<file path="src/rtl/fcv_pkg.sv">
package fcv_pkg;

  localparam int unsigned MAX_FRAME_LEN_DEF = 1023;
  localparam int unsigned MIN_FRAME_LEN     = 5;

  localparam logic [15:0] CRC_POLY = 16'h1021;
  localparam logic [15:0] CRC_INIT = 16'h0000;

  typedef enum logic [1:0] {
    STATUS_VALID    = 2'd0,
    STATUS_SHORT    = 2'd1,
    STATUS_CRC_FAIL = 2'd2
  } status_e;

  typedef struct packed {
    logic        frame_ok;
    status_e     status;
    logic [15:0] computed_crc;
    logic [15:0] received_crc;
  } result_t;

  // One byte through the CRC-16/XModem register, MSB first.
  function automatic logic [15:0] crc_feed(logic [15:0] crc, logic [7:0] b);
    logic [15:0] c;
    c = crc ^ {b, 8'h00};
    for (int k = 0; k < 8; k++) begin
      if (c[15]) begin
        c = {c[14:0], 1'b0} ^ CRC_POLY;
      end else begin
        c = {c[14:0], 1'b0};
      end
    end
    return c;
  endfunction

endpackage

</file>
<file path="src/rtl/fcv_if.sv">
interface fcv_byte_if;
  logic       valid;
  logic       ready;
  logic [7:0] data_byte;
  logic       last_byte;

  modport source (output valid, output data_byte, output last_byte, input ready);
  modport sink   (input valid, input data_byte, input last_byte, output ready);
endinterface

interface fcv_res_if;
  logic        valid;
  logic        ready;
  logic        frame_ok;
  logic [1:0]  status;
  logic [15:0] computed_crc;
  logic [15:0] received_crc;

  modport source (output valid, output frame_ok, output status, output computed_crc,
                  output received_crc, input ready);
  modport sink   (input valid, input frame_ok, input status, input computed_crc,
                  input received_crc, output ready);
endinterface

</file>
<file path="src/rtl/frame_crc16_validator.sv">
// Channel   Dir  Word                                       Handshake
// byte_i    in   data_byte[7:0], last_byte                  valid/ready
// result_o  out  frame_ok, status[1:0], computed_crc[15:0], valid/ready
//                received_crc[15:0]
//
// One byte is accepted per unstalled cycle, a rate the unrolled 8-bit CRC update sets.
// A frame's result is registered in the output buffer as its final byte is accepted.
// Reset (rst_ni low) clears the CRC, the tail bytes, the count and both result slots.
// While the output is stalled, a second result is held in a skid slot; input
// stalls only while that slot is occupied.
module frame_crc16_validator #(
  parameter int unsigned MAX_FRAME_LEN = fcv_pkg::MAX_FRAME_LEN_DEF
) (
  input  logic       clk_i,
  input  logic       rst_ni,
  fcv_byte_if.sink   byte_i,
  fcv_res_if.source  result_o
);

  // The byte counter only needs to reach the saturation value.
  localparam int unsigned CNT_W = $clog2(MAX_FRAME_LEN + 1);

  logic [15:0]      crc_q;
  logic [7:0]       tail_q [3];
  logic [CNT_W-1:0] cnt_q;

  logic             accept;
  logic             buf_full;
  logic [15:0]      crc_next;
  logic [15:0]      rx_crc;
  logic             short_frame;
  logic             crc_match;
  fcv_pkg::result_t result;

  assign byte_i.ready = ~buf_full;
  assign accept       = byte_i.valid & byte_i.ready;

  // The oldest held byte enters the CRC once three bytes are waiting in the tail.
  assign crc_next = (cnt_q >= CNT_W'(3)) ? fcv_pkg::crc_feed(crc_q, tail_q[2]) : crc_q;

  // On the final byte, the two bytes before it carry the CRC, high byte first.
  assign rx_crc      = {tail_q[1], tail_q[0]};
  assign short_frame = cnt_q < CNT_W'(fcv_pkg::MIN_FRAME_LEN - 1);
  assign crc_match   = rx_crc == crc_next;

  always_comb begin
    if (short_frame) begin
      result.frame_ok     = 1'b0;
      result.status       = fcv_pkg::STATUS_SHORT;
      result.computed_crc = 16'h0000;
      result.received_crc = 16'h0000;
    end else begin
      result.frame_ok     = crc_match;
      result.status       = crc_match ? fcv_pkg::STATUS_VALID : fcv_pkg::STATUS_CRC_FAIL;
      result.computed_crc = crc_next;
      result.received_crc = rx_crc;
    end
  end

  // Frame state: a final byte returns everything to its reset value.
  always_ff @(posedge clk_i or negedge rst_ni) begin
    if (!rst_ni) begin
      crc_q     <= fcv_pkg::CRC_INIT;
      tail_q[0] <= 8'h00;
      tail_q[1] <= 8'h00;
      tail_q[2] <= 8'h00;
      cnt_q     <= '0;
    end else if (accept) begin
      if (byte_i.last_byte) begin
        crc_q     <= fcv_pkg::CRC_INIT;
        tail_q[0] <= 8'h00;
        tail_q[1] <= 8'h00;
        tail_q[2] <= 8'h00;
        cnt_q     <= '0;
      end else begin
        crc_q     <= crc_next;
        tail_q[0] <= byte_i.data_byte;
        tail_q[1] <= tail_q[0];
        tail_q[2] <= tail_q[1];
        if (cnt_q < CNT_W'(MAX_FRAME_LEN)) begin
          cnt_q <= cnt_q + CNT_W'(1);
        end
      end
    end
  end

  fcv_out_buf u_out_buf (
    .clk_i       (clk_i),
    .rst_ni      (rst_ni),
    .push_i      (accept & byte_i.last_byte),
    .push_data_i (result),
    .full_o      (buf_full),
    .res_o       (result_o)
  );

endmodule

</file>
<file path="src/rtl/fcv_out_buf.sv">
// Two-entry result buffer: an output register and a skid register behind it.
module fcv_out_buf (
  input  logic             clk_i,
  input  logic             rst_ni,
  input  logic             push_i,
  input  fcv_pkg::result_t push_data_i,
  output logic             full_o,
  fcv_res_if.source        res_o
);

  logic             out_vld_q, out_vld_d;
  logic             skid_vld_q, skid_vld_d;
  fcv_pkg::result_t out_q, out_d;
  fcv_pkg::result_t skid_q, skid_d;
  logic             pop;

  assign pop = out_vld_q & res_o.ready;

  always_comb begin
    out_vld_d  = out_vld_q;
    skid_vld_d = skid_vld_q;
    out_d      = out_q;
    skid_d     = skid_q;
    if (pop) begin
      if (skid_vld_q) begin
        out_d      = skid_q;
        skid_vld_d = push_i;
        skid_d     = push_data_i;
      end else if (push_i) begin
        out_d = push_data_i;
      end else begin
        out_vld_d = 1'b0;
      end
    end else if (push_i) begin
      if (!out_vld_q) begin
        out_d     = push_data_i;
        out_vld_d = 1'b1;
      end else begin
        skid_d     = push_data_i;
        skid_vld_d = 1'b1;
      end
    end
  end

  always_ff @(posedge clk_i or negedge rst_ni) begin
    if (!rst_ni) begin
      out_vld_q  <= 1'b0;
      skid_vld_q <= 1'b0;
    end else begin
      out_vld_q  <= out_vld_d;
      skid_vld_q <= skid_vld_d;
    end
  end

  always_ff @(posedge clk_i) begin
    out_q  <= out_d;
    skid_q <= skid_d;
  end

  assign full_o             = skid_vld_q;
  assign res_o.valid        = out_vld_q;
  assign res_o.frame_ok     = out_q.frame_ok;
  assign res_o.status       = out_q.status;
  assign res_o.computed_crc = out_q.computed_crc;
  assign res_o.received_crc = out_q.received_crc;

endmodule

</file>
<file path="src/flat_wrapper.sv">
// flat-port wrapper written by rule: the top's interface ports become plain ports
module frame_crc16_validator_flat 
#(
  parameter int unsigned MAX_FRAME_LEN = fcv_pkg::MAX_FRAME_LEN_DEF
)
  (clk_i, rst_ni, byte_i_valid, byte_i_data_byte, byte_i_last_byte, byte_i_ready, result_o_valid, result_o_frame_ok, result_o_status, result_o_computed_crc, result_o_received_crc, result_o_ready);
  fcv_byte_if byte_i_i ();
  fcv_res_if result_o_i ();
  input  logic clk_i;
  input  logic rst_ni;
  input wire logic [$bits(byte_i_i.valid)-1:0] byte_i_valid;
  input wire logic [$bits(byte_i_i.data_byte)-1:0] byte_i_data_byte;
  input wire logic [$bits(byte_i_i.last_byte)-1:0] byte_i_last_byte;
  output wire logic [$bits(byte_i_i.ready)-1:0] byte_i_ready;
  output wire logic [$bits(result_o_i.valid)-1:0] result_o_valid;
  output wire logic [$bits(result_o_i.frame_ok)-1:0] result_o_frame_ok;
  output wire logic [$bits(result_o_i.status)-1:0] result_o_status;
  output wire logic [$bits(result_o_i.computed_crc)-1:0] result_o_computed_crc;
  output wire logic [$bits(result_o_i.received_crc)-1:0] result_o_received_crc;
  input wire logic [$bits(result_o_i.ready)-1:0] result_o_ready;
  assign byte_i_i.valid = byte_i_valid;
  assign byte_i_i.data_byte = byte_i_data_byte;
  assign byte_i_i.last_byte = byte_i_last_byte;
  assign byte_i_ready = byte_i_i.ready;
  assign result_o_valid = result_o_i.valid;
  assign result_o_frame_ok = result_o_i.frame_ok;
  assign result_o_status = result_o_i.status;
  assign result_o_computed_crc = result_o_i.computed_crc;
  assign result_o_received_crc = result_o_i.received_crc;
  assign result_o_i.ready = result_o_ready;
  frame_crc16_validator #(.MAX_FRAME_LEN(MAX_FRAME_LEN)) u_core (.clk_i(clk_i), .rst_ni(rst_ni), .byte_i(byte_i_i), .result_o(result_o_i));
endmodule
</file>
<file path="config.mk">
export PLATFORM = sky130hd
export DESIGN_NAME = frame_crc16_validator_flat
export DESIGN_NICKNAME = d
export VERILOG_FILES = /design/src/rtl/fcv_pkg.sv /design/src/rtl/fcv_if.sv /design/src/rtl/frame_crc16_validator.sv /design/src/rtl/fcv_out_buf.sv /design/src/flat_wrapper.sv
export SDC_FILE = /design/constraint.sdc
export NUM_CORES = 1
export LEC_CHECK = 0
export BUFFER_PORTS_ARGS = -buffer_cell sky130_fd_sc_hd__buf_2
export CORE_MARGIN = 2
export CORE_UTILIZATION = 40
export DETAILED_ROUTE_END_ITERATION = 10
export SYNTH_ARGS = -nofsm -noshare
export SYNTH_HDL_FRONTEND = slang
export SYNTH_SLANG_ARGS = --single-unit
</file>
<file path="constraint.sdc">
create_clock -name clk_i -period 3.4 [get_ports clk_i]
set_input_delay 0.34 -clock clk_i [delete_from_list [all_inputs] [get_ports clk_i]]
set_output_delay 0.34 -clock clk_i [all_outputs]
set_load 0.02 [all_outputs]
</file>
==> flow_summary.ini, run 1 <==
[run_status]
status = finished clean

[synthesis]
synth_nets = 525
synth_edf_count = 70
synth.distinct_cells = 53
yosysSeqAreaShare_pct = 58.2
ys.warnings.count = 0
synthCells = 511
synth_area_per_cell_um2 = 11.4
synth_ff_type = edfxtp_1
synthArstFlopShare_pct = 42.6
synth_seq_cells = 122
syn-cell-area_um2 = 5840

[timing]
tightestPinTransition_ns = 0.683
final_hold_viol_count = 0
slew_headroom_pct = 54.2
fin_tns_setup_ns = 0
setup_viol = 0
fin_crit_ns = 2.70
rsz0062_at_grt = false
finClkSkew_ns = 0.00742
fmax_ghz = 0.371
finalMaxSlewViolations = 0
min_period_over_period_pct = 79.3

[place]
gp_congestion = 0.837
hpwlAfterDp_mm = 8.56
io_buffers = 49

[power]
power.leakage_nw = 2.87
p_per_area_nw_per_um2 = 967
swShare_pct = 36.5
power_frac_comb_pct = 37.9
p_switching_mw = 2.47
sequentialPowerShare_pct = 33.9
clkPwrFrac_pct = 28.2
p_int_mw = 4.29
irDropWorstVdd_uv = 381

[cts]
cts.repair.resized = 0
insertion_delay_ns = 0.41
cts_root_buffer = clkbuf_16
htree_num_levels = 4
clk_pin_slew_ns = 0.05
numCtsBuffers = 17
clockBufferDepth = 2
post-cts-setup-buffers = 0
hold_buffers = 1
cts.sinks = 122
cts_tree = built

[critical_path]
slowest_delay_ns = 0.45
crit_type = reg2reg
path_max_fanout = 45
cp_top_family = simple AND/OR/NAND/NOR gates
startpoint_type = register
crit_chain = nor4_2 > and3_1 > buf_12 > mux2_1 > xor2_1 > nand4_1 > nor4_4 > a21oi_1
end_kind = register
crit_arrival_ns = 2.83
crit_buf_inv = 1
cp.required_ns = 3.53
cp_slowest_cell = dfrtp_1
path_depth = 8
reg2reg_depth = 8

[global_routing]
grt_pass1_wl_mm = 21.1
grt_usage_pct = 17.3
grt_pass1_vias = 4056
antenna_found_initial = 0
gr-total-overflow = 0
grt_max_degree = 70

[floorplanning]
die_area_um2 = 15600
start_util_pct = 40.5
coreArea_um2 = 14400
die_x_um = 125
die_h_um = 125
ios = 50
rows = 44

[routing]
routed_wl_mm = 12.8
drc_errors = 0
vias_per_cell = 5.17
drt_iter0_drc = 271
vias = 3940
wl_per_cell_um = 16.8
dr.pass1.iters = 4
drtAntennaViolNets = 0

[worst_hold_path]
hold_class = in2reg
holdPathStages = 2

[final_layout]
areaGrowthSynthToFinish_pct = 19.6
post-route-util_pct = 48.4
n_fill_cell = 1343
nets = 579
drive_gt1_share_pct = 23.2
diodes = 0

[job]
drv_cap = 0
==> per-stage QoR <==
stage	worst slack, ns	power (mW)	cell area, um^2	instances	hold WS (ns)
after floorplan	0.00117	4.12	5840	511	0.0444
after global placement	0.769	4.85	6340	729	0.342
after detailed placement	0.731	4.90	6340	729	0.339
after CTS	0.714	6.83	6990	762	0.135
after global routing	0.535	7.15	6990	762	0.156
final	0.703	6.75	6990	762	0.159
==> worst paths after layout <==
path | endpoint | start | slack [ns]
worst min register to register | u_core.u_out_buf.res_o.computed_crc[13] | u_core.u_out_buf.skid_q[29] | 0.51
max in group asynchronous | u_core.crc_q[8] | rst_ni | 2.15
worst min-delay path | u_core.u_out_buf.full_o | result_o_ready | 0.16
worst max-delay path | u_core.u_out_buf.skid_q[33] | u_core.cnt_q[4] | 0.70
worst max register to register | u_core.u_out_buf.skid_q[33] | u_core.cnt_q[4] | 0.70
min in group asynchronous | u_core.rx_crc[1] | rst_ni | 0.43
==> worst register-to-register path: cells and delay by family, from the launching register on <==
family / cells / cell delay (ns)
flops: 1 / 0.45
xor+xnor: 1 / 0.13
mux: 1 / 0.37
compound gates: 1 / 0.11
buf+inv: 1 / 0.24
simple gates: 4 / 1.13
==> placed cells by master (no fill, tap or decap), types with 14 or more instances in the layout <==
| cell type | n |
|---|---|
| xnor2_1 | 22 |
| o21ai_1 | 14 |
| edfxtp_1 | 70 |
| nand2_1 | 89 |
| o21ai_0 | 28 |
| nor2_1 | 31 |
| mux2_2 | 21 |
| dfrtp_1 | 52 |
| buf_2 | 49 |
| and2_1 | 20 |
| xor2_1 | 15 |
| a21oi_1 | 16 |
| clkbuf_16 | 17 |
==> flip-flops by register name (all words and copies together) (netlist names), 2 cells and up <==
signal and count:
u_core.u_out_buf.skid_q 35, u_core.crc_q 16, u_core.rx_crc 16, u_core.u_out_buf.res_o.computed_crc 16, u_core.u_out_buf.res_o.received_crc 16, u_core.cnt_q 10
u_core.tail_q 8, u_core.u_out_buf.res_o.status 2
==> layout make-up <==
class                      instances  area [um^2]  area share [%]
clock buffer                      26          529            7.58
multi-input combinational        348         2290            32.7
clock inverter                     6          106            1.52
tap                              184          230            3.30
sequential                       122         3400            48.7
timing repair buffer              64          385            5.52
inverter                          12         45.0           0.645
==> Yosys cell counts (all sizes together) (4+ instances only) <==
library cell,number,area (um^2)
mux2i,6,60.1
buf,7,37.5
a21oi,17,85.1
mux2,22,248
nor2,31,116
xor2,17,164
nor3,7,35.0
nand3,9,45.0
and2,20,125
o31ai,13,97.6
inv,11,41.3
and3,5,31.3
clkbuf,22,83.8
edfxtp,70,2100
o22ai,4,25.0
dfrtp,52,1300
xnor2,29,318
nand2,90,338
o21ai,43,219
a22oi,5,37.5
nand4,4,31.3
==> cells by family (layout without fill, tap and decap cells) <==
kind of cell	count (synthesis)	count (layout)	synth area share (%)
AO/OA/AOI/OAI	97	97	10.2
XOR/XNOR	50	50	9.83
adder cells (fa/ha/maj)	1	1	0.214
buffers and inverters	41	108	2.85
flip-flops	122	122	58.2
multiplexers	28	28	5.27
AND/OR/NAND/NOR	172	172	13.4
==> power groups by stage <==
stage / Combinational [mW] / Clock, mW / Sequential, mW
finish: 2.56 / 1.90 / 2.29
global placement: 2.55 / 0 / 2.31
global route: 2.80 / 2.01 / 2.34
floorplan: 1.75 / 0 / 2.37
CTS: 2.59 / 1.95 / 2.30
detailed placement: 2.58 / 0 / 2.32
==> metal layers <==
metal,wire (um),global-route usage [%],part of all wire (%)
met1,5910,22.8,46
met2,6260,28.3,49
met3,442,4.17,3.5
met4,158,5.56,1.2
met5,0,0,0
Power figures use the tool's default switching activity.
==> run 2: changes to the inputs <==
Clock period 3.4 ns to 2.42 ns, I/O delays scaled along.
==> run 2 against run 1 <==
- the flow now finishes with violations (setup timing)
- sequential share of layout area fell by 2.8 points
- sequential cell count did not move
- global-route usage rose by 0.61 points
- largest power group unchanged
- highest routed layer unchanged
- combinational power rose by 76%
- sequential power rose by 39%
- worst setup slack got worse by 0.83 ns
- hold slack got worse by 0.099 ns
==> flow_summary.ini, run 2 (synthesis results as in run 1) <==
[cts]
cts_tree = built
clk_pin_slew_ns = 0.05
cts_root_buffer = clkbuf_16
htree_num_levels = 4
numCtsBuffers = 17
insertion_delay_ns = 0.42
cts.sinks = 122
clockBufferDepth = 2

[place]
gp_congestion = 0.854
hpwlAfterDp_mm = 9.04
io_buffers = 49
dp_cells = 774

[worst_hold_path]
holdPathEnd = u_core.u_out_buf.full_o
hold_class = in2reg
hold_start = result_o_ready
holdPathStages = 2

[floorplanning]
start_util_pct = 40.5
coreArea_um2 = 14400
rows = 44
ios = 50
die_h_um = 125
die_area_um2 = 15600
die_x_um = 125

[global_routing]
grt_pass1_wl_mm = 21.5
grt_usage_pct = 17.9
antenna_found_initial = 0
grt_max_degree = 47
gr-total-overflow = 0
grt_pass1_vias = 4107

[critical_path]
r2r-start = u_core.cnt_q[9]
end_kind = register
ff2ff_setup_slack_ns = -0.13
timing.rr.end = u_core.u_out_buf.res_o.frame_ok
startpoint_type = register
crit_type = reg2reg
reg2reg_depth = 10
cp.required_ns = 2.70
path_max_fanout = 4
crit_arrival_ns = 2.83

[routing]
dr.pass1.iters = 4
wl_per_cell_um = 16.2
drc_errors = 0
vias = 4112
drtAntennaViolNets = 0
routed_wl_mm = 13.1
drt_iter0_drc = 202
vias_per_cell = 5.06

[timing]
min_period_over_period_pct = 105
finalMaxSlewViolations = 0
final_hold_viol_count = 0
rsz0062_at_grt = true
finClkSkew_ns = 0.0127
setup_ws_ns = -0.129
fin_crit_ns = 2.55
fmax_ghz = 0.392
setup_viol = 4
slew_headroom_pct = 62.2
tightestPinTransition_ns = 0.564

[final_layout]
drive_gt1_share_pct = 30.2
final-seq-area_um2 = 3400
instances_no_fill = 813
layout_commonest_cell = nand2_1
largest-register = u_core.u_out_buf.skid_q
largest_register_ffs = 35
nets = 630
areaGrowthSynthToFinish_pct = 26.9
diodes = 0
n_fill_cell = 1296
multi_input_area_um2 = 2350
final_cell_mix = nand2_1, edfxtp_1, buf_4, dfrtp_1, buf_2

[run_status]
failed_checks = setup timing
status = finished, violations left

[power]
p_per_area_nw_per_um2 = 1390
power.leakage_nw = 3.12
irDropWorstVdd_uv = 614
total_power_mw = 10.3

[job]
drv_cap = 0
[run 2: cell count changes in the layout (fill, tap and decap cells not counted), moves of 2 or more]
| cell | delta |
|---|---|
| mux2i_2 | +2 |
| mux2i_1 | -2 |
| a21oi_1 | -2 |
| clkbuf_1 | +2 |
| a21oi_2 | +2 |
| buf_6 | +2 |
| buf_4 | +49 |
| clkbuf_8 | -4 |
[run 2: worst max-delay path by stage]
stage | start | endpoint | slack, ns | cells after the start
floorplan | u_core.u_out_buf.full_o | u_core.u_out_buf.res_o.computed_crc[0] | 0.13 | 6
global placement | u_core.cnt_q[8] | u_core.u_out_buf.res_o.status[1] | -0.14 | 8
CTS | u_core.cnt_q[3] | u_core.u_out_buf.res_o.status[1] | -0.12 | 9
finish | u_core.cnt_q[9] | u_core.u_out_buf.res_o.frame_ok | -0.13 | 10
detailed placement | u_core.cnt_q[8] | u_core.u_out_buf.skid_q[33] | -0.20 | 8
global route | u_core.cnt_q[9] | u_core.u_out_buf.skid_q[33] | -0.27 | 10
[run 2: routing by layer]
metal | wire length, um | global-route usage [%] | vias to the layer above | share of wire (%)
met4 | 103 | 5.75 | 0 | 0.78
met2 | 6340 | 28.1 | 80 | 48
met5 | 0 | 0 | - | 0
met1 | 6260 | 24.3 | 2008 | 48
met3 | 440 | 4.85 | 11 | 3.3
li1 | - | - | 2013 | -
[run 2: power breakdown]
part	internal, mW	switching (mW)
Clock	1.76	0.869
Combinational	2.09	2.42
Sequential	2.79	0.393
Total	6.64	3.68
[run 2: cell type report]
cell class / count / share of cell area, %
clock buffers: 25 / 6.83
clock inverters: 7 / 1.52
inverters: 12 / 0.607
multi-input cells: 348 / 31.6
flip-flops and latches: 122 / 45.9
well taps: 184 / 3.10
repair buffers: 115 / 10.4
[run 2: repair_timing]
item	in CTS	in global routing
hold buffers	1	0
hold endpoints to repair	16	0
gates resized for setup	6	10
buffers inserted	3	4
setup endpoints to repair	4	4
pin swaps	8	8
[run 2: metrics by stage]
stage | cell area [um^2] | utilization (%) | setup TNS, ns | setup slack, ns | hold slack [ns]
after CTS | 7330 | 50.8 | -0.429 | -0.124 | 0.0319
after detailed placement | 6670 | 46.2 | -0.727 | -0.202 | 0.202
after global placement | 6670 | 46.2 | -0.493 | -0.142 | 0.196
after global routing | 7410 | 51.4 | -1.07 | -0.275 | 0.0545
after floorplan | 5850 | - | 0 | 0.130 | -0.0536
final | 7410 | 51.4 | -0.458 | -0.129 | 0.0600
[run 2: worst max-delay path, stage by stage, from the launching register on]
cell and delay, ns:
dfrtp_1 0.39, nor4_2 0.30, and3_1 0.25, buf_12 0.12, buf_8 0.10, mux2_4 0.30, xor2_1 0.14, nand4_1 0.16
nor4_4 0.29, buf_4 0.18, a32o_1 0.18
